**src/rtl/bsp_pkg.sv**
```systemverilog
// Shared types, constants and helpers for the BMP stream parser.
package bsp_pkg;

  localparam int COORD_BITS = 16;

  localparam int QDEPTH = 4;
  localparam int QPTR_W = $clog2(QDEPTH);

  localparam logic [5:0] POS_MAGIC   = 6'd1;
  localparam logic [5:0] POS_WIDTH   = 6'd21;
  localparam logic [5:0] POS_HEIGHT  = 6'd25;
  localparam logic [5:0] POS_PLANES  = 6'd27;
  localparam logic [5:0] POS_DEPTH   = 6'd29;
  localparam logic [5:0] POS_COMPR   = 6'd33;
  localparam logic [5:0] POS_PALETTE = 6'd49;
  localparam logic [5:0] HEADER_LAST = 6'd53;

  localparam logic [15:0] MAGIC_BM  = 16'h4D42;
  localparam logic [15:0] PLANES_OK = 16'd1;
  localparam logic [15:0] DEPTH_OK  = 16'd24;

  localparam logic [2:0] ERR_MAGIC   = 3'd0;
  localparam logic [2:0] ERR_NEG     = 3'd1;
  localparam logic [2:0] ERR_PLANES  = 3'd2;
  localparam logic [2:0] ERR_DEPTH   = 3'd3;
  localparam logic [2:0] ERR_COMPR   = 3'd4;
  localparam logic [2:0] ERR_PALETTE = 3'd5;
  localparam logic [2:0] ERR_TRUNC   = 3'd6;
  localparam logic [2:0] ERR_SIZE    = 3'd7;

  typedef enum logic [1:0] {
    KIND_PIXEL  = 2'd0,
    KIND_HEADER = 2'd1,
    KIND_ERROR  = 2'd2
  } kind_t;

  typedef enum logic [3:0] {
    PH_HEADER = 4'b0001,
    PH_PIXEL  = 4'b0010,
    PH_PAD    = 4'b0100,
    PH_DROP   = 4'b1000
  } phase_t;

  typedef struct packed {
    logic [7:0] byte_value;
    logic       end_of_file;
  } in_item_t;

  typedef struct packed {
    kind_t       kind;
    logic [15:0] row;
    logic [15:0] column;
    logic [7:0]  red;
    logic [7:0]  green;
    logic [7:0]  blue;
    logic [2:0]  error_code;
    logic [15:0] image_width;
    logic [15:0] image_height;
    logic        last;
  } out_item_t;

  // One classified byte: an optional main result and an optional truncation error.
  typedef struct packed {
    logic      has_main;
    out_item_t res;
    logic      trunc;
  } cmd_t;

  // Lowest fault among codes 0..5 wins, else the size fault.
  function automatic logic [2:0] fault_code(input logic [6:0] flags);
    logic [2:0] code;
    code = ERR_SIZE;
    for (int i = 5; i >= 0; i--) begin
      if (flags[i]) code = 3'(i);
    end
    return code;
  endfunction

endpackage

```
**src/rtl/bsp_front.sv**
```systemverilog
// Front end: accepts file bytes, parses header and pixel layout, emits commands.
module bsp_front (
  input  logic              clk,
  input  logic              rst_n,
  input  logic              in_valid,
  output logic              in_stall,
  input  bsp_pkg::in_item_t in_data,
  input  logic              q_full,
  output logic              push,
  output bsp_pkg::cmd_t     push_cmd
);

  localparam int CW = bsp_pkg::COORD_BITS;

  bsp_pkg::phase_t phase_r, phase_nxt;
  logic [5:0]    pos_r, pos_nxt;
  logic [31:0]   fa_r, fa_nxt;
  logic [6:0]    flags_r, flags_nxt;
  logic [CW-1:0] width_r, width_nxt;
  logic [CW-1:0] height_r, height_nxt;
  logic [CW-1:0] row_r, row_nxt;
  logic [CW-1:0] col_r, col_nxt;
  logic [CW-1:0] col_inc;
  logic [1:0]    ch_r, ch_nxt;
  logic [15:0]   bg_r, bg_nxt;
  logic [1:0]    pad_r, pad_nxt;
  logic [15:0]   hi16;
  logic          accept;
  logic [7:0]    bval;

  assign in_stall = q_full;
  assign accept   = in_valid & ~q_full;
  assign bval     = in_data.byte_value;
  assign col_inc  = col_r + CW'(1);

  always_comb begin
    phase_nxt  = phase_r;
    pos_nxt    = pos_r;
    fa_nxt     = fa_r;
    flags_nxt  = flags_r;
    width_nxt  = width_r;
    height_nxt = height_r;
    row_nxt    = row_r;
    col_nxt    = col_r;
    ch_nxt     = ch_r;
    bg_nxt     = bg_r;
    pad_nxt    = pad_r;
    hi16       = fa_r[31:16];
    push_cmd   = '0;
    push_cmd.res.kind = bsp_pkg::KIND_PIXEL;

    if (accept) begin
      case (phase_r)
        bsp_pkg::PH_HEADER: begin
          fa_nxt = {bval, fa_r[31:8]};
          hi16   = fa_nxt[31:16];
          if (pos_r == bsp_pkg::POS_MAGIC && hi16 != bsp_pkg::MAGIC_BM) begin
            flags_nxt[0] = 1'b1;
          end else if (pos_r == bsp_pkg::POS_WIDTH || pos_r == bsp_pkg::POS_HEIGHT) begin
            if (fa_nxt[31]) flags_nxt[1] = 1'b1;
            else if ((fa_nxt[30:0] >> CW) != 31'd0) flags_nxt[6] = 1'b1;
            if (pos_r == bsp_pkg::POS_WIDTH) width_nxt = fa_nxt[CW-1:0];
            else height_nxt = fa_nxt[CW-1:0];
          end else if (pos_r == bsp_pkg::POS_PLANES && hi16 != bsp_pkg::PLANES_OK) begin
            flags_nxt[2] = 1'b1;
          end else if (pos_r == bsp_pkg::POS_DEPTH && hi16 != bsp_pkg::DEPTH_OK) begin
            flags_nxt[3] = 1'b1;
          end else if (pos_r == bsp_pkg::POS_COMPR && fa_nxt != 32'd0) begin
            flags_nxt[4] = 1'b1;
          end else if (pos_r == bsp_pkg::POS_PALETTE && fa_nxt != 32'd0) begin
            flags_nxt[5] = 1'b1;
          end

          if (pos_r >= bsp_pkg::HEADER_LAST) begin
            push_cmd.has_main = 1'b1;
            if (flags_nxt != 7'd0) begin
              push_cmd.res.kind       = bsp_pkg::KIND_ERROR;
              push_cmd.res.error_code = bsp_pkg::fault_code(flags_nxt);
              phase_nxt = bsp_pkg::PH_DROP;
            end else begin
              push_cmd.res.kind         = bsp_pkg::KIND_HEADER;
              push_cmd.res.image_width  = 16'(width_nxt);
              push_cmd.res.image_height = 16'(height_nxt);
              col_nxt = '0;
              ch_nxt  = 2'd0;
              pad_nxt = 2'd0;
              if (width_nxt == '0 || height_nxt == '0) begin
                phase_nxt = bsp_pkg::PH_DROP;
              end else begin
                row_nxt   = height_nxt - CW'(1);
                phase_nxt = bsp_pkg::PH_PIXEL;
              end
            end
          end else begin
            pos_nxt = pos_r + 6'd1;
          end
        end
        bsp_pkg::PH_PIXEL: begin
          if (ch_r == 2'd0) begin
            bg_nxt = {8'd0, bval};
            ch_nxt = 2'd1;
          end else if (ch_r == 2'd1) begin
            bg_nxt = {bval, bg_r[7:0]};
            ch_nxt = 2'd2;
          end else begin
            push_cmd.has_main   = 1'b1;
            push_cmd.res.kind   = bsp_pkg::KIND_PIXEL;
            push_cmd.res.row    = 16'(row_r);
            push_cmd.res.column = 16'(col_r);
            push_cmd.res.red    = bval;
            push_cmd.res.green  = bg_r[15:8];
            push_cmd.res.blue   = bg_r[7:0];
            ch_nxt = 2'd0;
            if (col_inc >= width_r) begin
              col_nxt = '0;
              if (row_r == '0) begin
                phase_nxt = bsp_pkg::PH_DROP;
              end else begin
                row_nxt = row_r - CW'(1);
                pad_nxt = width_r[1:0];
                if (width_r[1:0] != 2'd0) phase_nxt = bsp_pkg::PH_PAD;
              end
            end else begin
              col_nxt = col_inc;
            end
          end
        end
        bsp_pkg::PH_PAD: begin
          pad_nxt = pad_r - 2'd1;
          if (pad_r == 2'd1) phase_nxt = bsp_pkg::PH_PIXEL;
        end
        bsp_pkg::PH_DROP: begin
        end
        default: begin
          phase_nxt = bsp_pkg::PH_DROP;
        end
      endcase

      // End of file: flag truncation unless done, then start over for the next file.
      if (in_data.end_of_file) begin
        push_cmd.trunc = (phase_nxt != bsp_pkg::PH_DROP);
        phase_nxt  = bsp_pkg::PH_HEADER;
        pos_nxt    = '0;
        fa_nxt     = '0;
        flags_nxt  = '0;
        width_nxt  = '0;
        height_nxt = '0;
        row_nxt    = '0;
        col_nxt    = '0;
        ch_nxt     = '0;
        bg_nxt     = '0;
        pad_nxt    = '0;
      end
    end
  end

  assign push = push_cmd.has_main | push_cmd.trunc;

  always_ff @(posedge clk) begin
    if (!rst_n) begin
      phase_r  <= bsp_pkg::PH_HEADER;
      pos_r    <= '0;
      fa_r     <= '0;
      flags_r  <= '0;
      width_r  <= '0;
      height_r <= '0;
      row_r    <= '0;
      col_r    <= '0;
      ch_r     <= '0;
      bg_r     <= '0;
      pad_r    <= '0;
    end else begin
      phase_r  <= phase_nxt;
      pos_r    <= pos_nxt;
      fa_r     <= fa_nxt;
      flags_r  <= flags_nxt;
      width_r  <= width_nxt;
      height_r <= height_nxt;
      row_r    <= row_nxt;
      col_r    <= col_nxt;
      ch_r     <= ch_nxt;
      bg_r     <= bg_nxt;
      pad_r    <= pad_nxt;
    end
  end

endmodule

```
**src/rtl/bsp_queue.sv**
```systemverilog
// Short command queue between the parser front end and the result back end.
module bsp_queue (
  input  logic          clk,
  input  logic          rst_n,
  input  logic          push,
  input  bsp_pkg::cmd_t push_cmd,
  output logic          full,
  input  logic          pop,
  output logic          head_valid,
  output bsp_pkg::cmd_t head_cmd
);

  localparam int PW = bsp_pkg::QPTR_W;

  bsp_pkg::cmd_t entry_r [bsp_pkg::QDEPTH];
  logic [PW-1:0] wr_ptr_r, wr_ptr_nxt;
  logic [PW-1:0] rd_ptr_r, rd_ptr_nxt;
  logic [PW:0]   count_r, count_nxt;
  logic          do_push, do_pop;

  assign full       = (count_r == (PW+1)'(bsp_pkg::QDEPTH));
  assign head_valid = (count_r != '0);
  assign head_cmd   = entry_r[rd_ptr_r];
  assign do_push    = push & ~full;
  assign do_pop     = pop & head_valid;

  always_comb begin
    wr_ptr_nxt = do_push ? wr_ptr_r + PW'(1) : wr_ptr_r;
    rd_ptr_nxt = do_pop ? rd_ptr_r + PW'(1) : rd_ptr_r;
    count_nxt  = count_r;
    if (do_push && !do_pop) count_nxt = count_r + (PW+1)'(1);
    else if (!do_push && do_pop) count_nxt = count_r - (PW+1)'(1);
  end

  always_ff @(posedge clk) begin
    if (do_push) entry_r[wr_ptr_r] <= push_cmd;
  end

  always_ff @(posedge clk) begin
    if (!rst_n) begin
      wr_ptr_r <= '0;
      rd_ptr_r <= '0;
      count_r  <= '0;
    end else begin
      wr_ptr_r <= wr_ptr_nxt;
      rd_ptr_r <= rd_ptr_nxt;
      count_r  <= count_nxt;
    end
  end

endmodule

```
**src/rtl/bsp_back.sv**
```systemverilog
// Back end: expands queued commands into results and holds the output register.
module bsp_back (
  input  logic               clk,
  input  logic               rst_n,
  input  logic               head_valid,
  input  bsp_pkg::cmd_t      head_cmd,
  output logic               pop,
  output logic               out_valid,
  input  logic               out_stall,
  output bsp_pkg::out_item_t out_data
);

  logic               step_r, step_nxt;
  logic               out_valid_r, out_valid_nxt;
  bsp_pkg::out_item_t out_r, out_nxt;
  bsp_pkg::out_item_t item;
  logic               load;

  assign load = head_valid & (~out_valid_r | ~out_stall);

  always_comb begin
    item          = '0;
    item.kind     = bsp_pkg::KIND_ERROR;
    item.error_code = bsp_pkg::ERR_TRUNC;
    item.last     = 1'b1;
    pop           = 1'b0;
    step_nxt      = step_r;
    out_nxt       = out_r;
    out_valid_nxt = out_valid_r & out_stall;

    if (!step_r && head_cmd.has_main) begin
      item      = head_cmd.res;
      item.last = ~head_cmd.trunc;
    end

    if (load) begin
      out_nxt       = item;
      out_valid_nxt = 1'b1;
      // Main result first; hold the entry when a truncation error still follows.
      if (!step_r && head_cmd.has_main && head_cmd.trunc) begin
        step_nxt = 1'b1;
      end else begin
        step_nxt = 1'b0;
        pop      = 1'b1;
      end
    end
  end

  always_ff @(posedge clk) begin
    out_r <= out_nxt;
  end

  always_ff @(posedge clk) begin
    if (!rst_n) begin
      step_r      <= 1'b0;
      out_valid_r <= 1'b0;
    end else begin
      step_r      <= step_nxt;
      out_valid_r <= out_valid_nxt;
    end
  end

  assign out_valid = out_valid_r;
  assign out_data  = out_r;

endmodule

```
**src/rtl/bmp_stream_parser_core.sv**
```systemverilog
// Top level of the BMP stream parser: front end, command queue, back end.
//
//   channel | ports                          | moves per transfer
//   --------+--------------------------------+-----------------------------------
//   input   | in_valid, in_stall, in_data    | one file byte and its end flag
//   output  | out_valid, out_stall, out_data | one pixel, header or error result
//
// One byte is taken per clock while in_stall is low; the front end classifies it
// in that cycle. Each byte yields zero, one or two results; the back end sends
// one per clock while out_stall is low, so a file-end byte that also gives a
// header or pixel result needs two sends. The four-entry queue absorbs that and
// output stalls; in_stall is high only while the queue is full. A byte's results
// pass through a queue entry and then the output register. rst_n is synchronous,
// active low, and clears parser state, queue pointers and the output valid flag.
module bmp_stream_parser_core (
  input  logic               clk,
  input  logic               rst_n,
  input  logic               in_valid,
  output logic               in_stall,
  input  bsp_pkg::in_item_t  in_data,
  output logic               out_valid,
  input  logic               out_stall,
  output bsp_pkg::out_item_t out_data
);

  logic          q_full;
  logic          push;
  bsp_pkg::cmd_t push_cmd;
  logic          pop;
  logic          head_valid;
  bsp_pkg::cmd_t head_cmd;

  bsp_front u_front (
    .clk      (clk),
    .rst_n    (rst_n),
    .in_valid (in_valid),
    .in_stall (in_stall),
    .in_data  (in_data),
    .q_full   (q_full),
    .push     (push),
    .push_cmd (push_cmd)
  );

  bsp_queue u_queue (
    .clk        (clk),
    .rst_n      (rst_n),
    .push       (push),
    .push_cmd   (push_cmd),
    .full       (q_full),
    .pop        (pop),
    .head_valid (head_valid),
    .head_cmd   (head_cmd)
  );

  bsp_back u_back (
    .clk        (clk),
    .rst_n      (rst_n),
    .head_valid (head_valid),
    .head_cmd   (head_cmd),
    .pop        (pop),
    .out_valid  (out_valid),
    .out_stall  (out_stall),
    .out_data   (out_data)
  );

  // A pending command with a free output stage must reach the output next cycle.
  a_drain: assert property (@(posedge clk) disable iff (!rst_n)
    head_valid && !out_stall |=> out_valid)
    else $error("queued command not delivered");

  // The front end never pushes into a full queue.
  a_no_overflow: assert property (@(posedge clk) disable iff (!rst_n)
    q_full |-> !push)
    else $error("push while queue full");

  // Every error ends the results of its byte.
  a_error_last: assert property (@(posedge clk) disable iff (!rst_n)
    out_valid && out_data.kind == bsp_pkg::KIND_ERROR |-> out_data.last)
    else $error("error result not marked last");

endmodule
```
**config.mk**
```make
export PLATFORM = sky130hd
export DESIGN_NAME = bmp_stream_parser_core
export DESIGN_NICKNAME = d
export VERILOG_FILES = /design/src/rtl/bsp_pkg.sv /design/src/rtl/bsp_front.sv /design/src/rtl/bsp_queue.sv /design/src/rtl/bsp_back.sv /design/src/rtl/bmp_stream_parser_core.sv
export SDC_FILE = /design/constraint.sdc
export NUM_CORES = 1
export LEC_CHECK = 0
export BUFFER_PORTS_ARGS = -buffer_cell sky130_fd_sc_hd__buf_2
export CAP_MARGIN = 20
export CORE_UTILIZATION = 38
export CTS_CLUSTER_DIAMETER = 100
export DETAILED_ROUTE_END_ITERATION = 8
export PLACE_DENSITY_LB_ADDON = 0.25
export SLEW_MARGIN = 20
export SYNTH_ARGS = -nofsm -noshare
export SYNTH_HDL_FRONTEND = slang
export SYNTH_SLANG_ARGS = --single-unit
```
**constraint.sdc**
```tcl
create_clock -name clk -period 11.7 [get_ports clk]
set_input_delay 0.585 -clock clk [delete_from_list [all_inputs] [get_ports clk]]
set_output_delay 0.585 -clock clk [all_outputs]
set_load 0.02 [all_outputs]
```
==> impl_metrics.json, run 1 <==
{
  "grt_max_degree": 93,
  "core-area_mm2": 0.0648,
  "ctsHoldBuffers": 0,
  "grt_pass1_wl_um": 87800,
  "fp.dieW_um": 259,
  "crit_family": "simple AND/OR/NAND/NOR gates",
  "rsz0062_at_grt": "false",
  "cp_slowest_cell": "and2_4",
  "place.gp.congestion": 0.856,
  "final_cell_mix": "edfxtp_1, dfxtp_1, buf_2",
  "worstPathMaxFanout": 53,
  "maxSlewViolCount": 0,
  "ys_seq_area_share_pct": 67.6,
  "synthArstFlopShare_pct": 0,
  "clockBufferDepth": 3,
  "crit_arrival_ps": 5790,
  "layout_commonest_cell": "edfxtp_1",
  "drv_cap": 0,
  "max_slew_margin_pct": 25.2,
  "nets": 1853,
  "pin_count": 109,
  "post-cts-setup-buffers": 0,
  "syn_nets": 1762,
  "crit_type": "reg -> reg",
  "cts_made_buffers": 66,
  "post-route-util_pct": 44.3,
  "synthCells": 1721,
  "end_kind": "flip-flop",
  "clkPwrFrac_pct": 34.8,
  "final_layout_size_suffix_gt1_share_pct": 18.4,
  "h-tree-depth": 3,
  "worstMarginPinSlew_ps": 1120,
  "synth_edf_count": 474,
  "finalClockSkew_ps": 24.5,
  "fin_crit_sh_pct": 47.7,
  "finalWirelength_um": 57200,
  "fmax_mhz": 179,
  "die_y_um": 259,
  "first_pass_iters": 5,
  "clkTransAtPathRegs_ps": 60,
  "synth.distinct_cells": 64,
  "avgViaCountPerCell": 5.38,
  "swShare_pct": 27.7,
  "crit_chain": "ha_1 > nand3_1 > nor2_1 > and3_1 > nand3_1 > xnor2_1 > ha_1 > nand4_1 > a211oi_1 > a2111oi_0 > o21a_1 > nor3_1 > o21bai_1 > and2_4 > buf_4",
  "port_buffers": 108,
  "dp_hpwl_um": 35700,
  "hold_path_class": "in -> reg",
  "p_int_mw": 4.38,
  "antenna_found_initial": 1,
  "area_delta_synth_final_pct": 14.5,
  "drt_iter0_drc": 1192,
  "finalCriticalPeriod_ps": 5580,
  "hold_start": "out_stall",
  "crit_buf_inv": 1,
  "grt_pass1_vias": 14800,
  "cts.repair.resized": 0,
  "route.detailed.drc": 0,
  "status": "finished, final reports clean",
  "p_switching_mw": 1.67,
  "root_buffer": "clkbuf_16",
  "synth_seq_cells": 610,
  "die_area_mm2": 0.0670,
  "wl_per_cell_um": 21.0,
  "start_util_pct": 38.7,
  "p_seq_share_pct": 45.4,
  "netlist_area_mm2": 0.0251,
  "slowest_delay_ps": 710,
  "grt_util_all_layers_pct": 17.2,
  "postRouteAntennaNets": 0,
  "vias": 14600,
  "gr-total-overflow": 0,
  "irDropWorstVdd_v": 0.000117,
  "antennaDiodeCount": 0,
  "cts_tree": "done",
  "fin_setup_tns_ps": 0,
  "crit_start": "u_front.col_r[0]$_SDFFE_PN0P_",
  "clock_sinks": 610,
  "p_leak_nw": 9.95,
  "cp-start-kind": "flip-flop",
  "yosysWarnings": 0,
  "ys.flop_type": "edfxtp_1",
  "power_density_mw_per_mm2": 211,
  "rows": 93,
  "cp.required_ps": 11910,
  "hold_violations": 0,
  "clk_latency_ps": 600,
  "rr_startpoint": "u_front.col_r[0]$_SDFFE_PN0P_",
  "finalSetupViolations": 0,
  "combPwrFrac_pct": 19.8,
  "power.total_mw": 6.05,
  "avgSynthCellArea_um2": 14.6
}
## flip-flops by register name, summed over array words and instances (netlist names), 3 cells and up, named ones only
signal,cells
u_front.bg_r,16
u_front.flags_r,7
u_front.col_r,16
u_front.fa_r,24
u_front.row_r,16
u_back.out_data,94
u_front.phase_r,4
u_queue.entry_r,380
u_front.pos_r,6
u_front.height_r,16
u_queue.count_r,3
u_front.width_r,16
## worst register-to-register path, cell delays in order (launching register included)
cell	delay (ps)
dfxtp_1	410
ha_1	260
nand3_1	190
nor2_1	290
and3_1	350
nand3_1	130
xnor2_1	230
ha_1	280
nand4_1	120
a211oi_1	70
a2111oi_0	390
o21a_1	280
nor3_1	110
o21bai_1	500
and2_4	720
buf_4	730
## kinds of logic after synthesis
family,share of synthesized area [%]
flops,67.6
simple gates,12.3
compound gates,6.51
buf+inv,2.14
mux,8.81
xor+xnor,1.26
fa+ha+maj,1.43
## cell usage after synthesis, types with 4 or more instances
cell type  count  share of area, %
a21boi_0      18              0.54
a21boi_1       4              0.12
a21o_1         6              0.18
a21oi_1       51               1.0
a22oi_1       65               1.9
a31oi_1       16              0.40
and2_1        71               1.8
and3_1        96               2.4
buf_1          6             0.090
buf_2          6              0.12
clkbuf_1      93               1.4
dfxtp_1      136                11
edfxtp_1     474                57
ha_1          27               1.3
inv_1         36              0.54
mux2i_1        7              0.28
mux4_2        95               8.5
nand2_1       94               1.4
nand2b_1       8              0.20
nand3_1       47              0.94
nand3b_1       6              0.18
nand4_1       10              0.25
nor2_1        77               1.2
nor2b_1       72               1.8
nor3_1        15              0.30
nor3b_1        5              0.15
nor4_1        27              0.67
nor4b_1        5              0.17
o21ai_0       28              0.56
o21ai_1        8              0.16
o22ai_1        7              0.17
o2bb2ai_1     12              0.42
or2_2          7              0.17
or3_1          9              0.22
xnor2_1       24              0.84
xor2_1        12              0.42
## power groups by stage
| stage | sequential, mW | combinational, mW | clock, mW |
|---|---|---|---|
| after floorplan | 3.03 | 0.615 | 0 |
| after global placement | 2.80 | 1.22 | 0 |
| after detailed placement | 2.80 | 1.22 | 0 |
| after CTS | 2.75 | 1.23 | 2.16 |
| after global routing | 2.78 | 1.30 | 2.24 |
| final | 2.75 | 1.20 | 2.11 |
## cell type report
class | count | area, µm²
multi-input combinational | 970 | 7630
timing repair buffer | 128 | 711
clock inverter | 28 | 295
inverter | 36 | 135
fill | 5695 | 36100
tap | 855 | 1070
sequential | 610 | 17000
clock buffer | 93 | 1910
## metal layers
metal	GRT usage (%)	part of all wire, %	vias up
met4	7.26	3.3	0
li1	-	-	6771
met2	27.0	47	356
met3	2.76	4.3	98
met5	0	0	-
met1	23.6	46	7405
## worst paths after layout
check / cells past startpoint / endpoint / slack, ps
min reg2reg: 2 / u_front.bg_r[13]$_SDFFE_PN0P_ / 460
max reg2reg: 15 / u_queue.entry_r[0][46]$_DFFE_PP_ / 6120
max: 15 / u_queue.entry_r[0][46]$_DFFE_PP_ / 6120
min: 3 / u_back.out_valid$_SDFF_PN0_ / 310
## metrics by stage
stage	setup WS, ps	hold WS [ps]	cells	area [µm²]
floorplan	4750	436	1721	25100
global placement	6240	452	2598	26500
detailed placement	6050	458	2598	26500
CTS	6000	278	2719	28700
global route	5500	325	2720	28700
finish	6120	306	2720	28700
Note: power is estimated with default switching activity, not from simulation.
==> inputs of run 2 (changes only) <==
- clock period: 11.7 -> 4.95 ns (I/O delays scaled with it)
==> impl_metrics.json, run 2 (synthesis gave the netlist of run 1 again) <==
{
  "drt_iter0_drc": 946,
  "fp.dieW_um": 259,
  "route.detailed.drc": 0,
  "p_leak_nw": 9.98,
  "crit_arrival_ps": 5120,
  "end_kind": "flip-flop",
  "hold_path_class": "in -> reg",
  "layout_commonest_cell": "edfxtp_1",
  "rows": 93,
  "crit_chain": "ha_1 > nand3_1 > nor2_1 > and3_1 > nand3_1 > xnor2_1 > ha_1 > nand4_1 > a211oi_1 > a2111oi_0 > o21a_1 > nor3_1 > o21bai_1 > ha_1 > inv_1 > fa_1 > xor2_1 > or3_1 > a21boi_0",
  "cts_made_buffers": 60,
  "pin_count": 109,
  "nets": 1865,
  "max_slew_margin_pct": 28.7,
  "finalSetupViolations": 0,
  "clock_sinks": 610,
  "finalWirelength_um": 57700,
  "avgViaCountPerCell": 5.43,
  "grt_max_degree": 94,
  "root_buffer": "clkbuf_16",
  "gr-total-overflow": 0,
  "dp.cells": 2614,
  "h-tree-depth": 2,
  "finalCriticalPeriod_ps": 4590,
  "first_pass_iters": 5,
  "largest_reg_flops": 380,
  "clkTransAtPathRegs_ps": 70,
  "cp-start-kind": "flip-flop",
  "slowest_delay_ps": 420,
  "crit_type": "reg -> reg",
  "antenna_found_initial": 1,
  "area_delta_synth_final_pct": 14.4,
  "die_y_um": 259,
  "fin_setup_tns_ps": 0,
  "p_switching_mw": 3.88,
  "fillers": 5810,
  "worstMarginPinSlew_ps": 1070,
  "drv_cap": 0,
  "wl_per_cell_um": 21.2,
  "cts.repair.resized": 0,
  "crit_family": "simple AND/OR/NAND/NOR gates",
  "cpMostUsedCell": "ha_1",
  "whs_ps": 36.5,
  "start_util_pct": 38.7,
  "cp_slowest_cell": "dfxtp_1",
  "instances_no_fill": 2729,
  "post-route-util_pct": 44.3,
  "hold_violations": 0,
  "final_layout_size_suffix_gt1_share_pct": 18.6,
  "dp_hpwl_um": 36500,
  "grt_pass1_wl_um": 89900,
  "cp.required_ps": 5480,
  "core-area_mm2": 0.0648,
  "final_cell_mix": "edfxtp_1, dfxtp_1, buf_2",
  "vias": 14800,
  "grt_util_all_layers_pct": 17.3,
  "clkPwrFrac_pct": 32.4,
  "fmax_mhz": 218,
  "p_seq_share_pct": 46.8,
  "place.gp.congestion": 0.846,
  "worstPathMaxFanout": 6,
  "fin_crit_sh_pct": 92.7,
  "top_register": "u_queue.entry_r",
  "clk_latency_ps": 610,
  "grt_pass1_vias": 15200,
  "post-cts-setup-buffers": 0,
  "irDropWorstVdd_v": 0.000249,
  "port_buffers": 108,
  "status": "finished, final reports clean",
  "swShare_pct": 28.0,
  "rsz0062_at_grt": "false",
  "die_area_mm2": 0.0670,
  "power_density_mw_per_mm2": 482,
  "clockBufferDepth": 3,
  "maxSlewViolCount": 0,
  "finalClockSkew_ps": 23.4,
  "crit_buf_inv": 1,
  "postRouteAntennaNets": 0,
  "combPwrFrac_pct": 20.8,
  "cts_tree": "done",
  "p_int_mw": 9.96
}
## run 2: cell types whose count changed in the layout (fill, tap and decap cells not counted), sizes merged
cell	change
dlygate4sd3	+3
clkbuf	-18
clkinvlp	+5
buf	+15
clkinv	+3
diode	+1
## run 2: layout make-up
| class | count | area [µm²] | share of cell area (%) |
|---|---|---|---|
| timing repair buffer | 146 | 958 | 3.34 |
| clock buffer | 75 | 1610 | 5.61 |
| sequential | 610 | 17000 | 59.1 |
| antenna | 1 | 2.50 | 0.00872 |
| multi-input combinational | 970 | 7620 | 26.6 |
| tap | 855 | 1070 | 3.73 |
| clock inverter | 36 | 335 | 1.17 |
| inverter | 36 | 135 | 0.471 |
## run 2: worst reg2reg max path: stages, from the launching register on
cell and delay, ps:
dfxtp_1 420, ha_1 250, nand3_1 200, nor2_1 180, and3_1 340, nand3_1 140
xnor2_1 230, ha_1 270, nand4_1 140, a211oi_1 70, a2111oi_0 410, o21a_1 280
nor3_1 110, o21bai_1 210, ha_1 210, inv_1 60, fa_1 380, xor2_1 180
or3_1 300, a21boi_0 180
## run 2: power by group through the flow
stage          Clock, mW  Combinational, mW  Sequential, mW
2_1_floorplan          0               1.46            7.11
3_3_place_gp           0               2.94            6.59
3_5_place_dp           0               2.96            6.58
4_1_cts             4.60               2.97            6.49
5_1_grt             4.78               3.12            6.54
6_report            4.49               2.89            6.47
## run 2: metal layers
metal  part of all wire, %  GRT usage, %  routed length (µm)  up-vias
met5                     0             0                   0        -
met4                   2.3          4.75                1320        0
met3                   4.7          2.73                2740       87
met2                    48          28.9               28000      341
met1                    45          23.3               25700     7617
li1                      -             -                   -     6785
## run 2: path summary, 6_finish.rpt
check	cells past startpoint	end	slack (ps)	start
worst max-delay path	19	u_queue.count_r[2]$_SDFFE_PN0P_	360	u_front.col_r[0]$_SDFFE_PN0P_
worst min-delay path	3	u_front.bg_r[11]$_SDFFE_PN0P_	40	in_data[4]
worst max register to register	19	u_queue.count_r[2]$_SDFFE_PN0P_	360	u_front.col_r[0]$_SDFFE_PN0P_
worst min register to register	2	u_front.bg_r[8]$_SDFFE_PN0P_	470	u_front.bg_r[8]$_SDFFE_PN0P_
## run 2: per-stage QoR
step,worst slack (ps),cell area (µm²),power [mW]
after floorplan,170,25100,8.57
after global placement,501,26700,9.53
after detailed placement,364,26700,9.54
after CTS,359,28700,14.1
after global routing,12.8,28700,14.4
final,362,28700,13.8
## run 2: repair_timing
| item | CTS | global route |
|---|---|---|
| setup endpoints to repair | 0 | 0 |
| hold buffers | 3 | 0 |
| hold endpoints to repair | 3 | 0 |
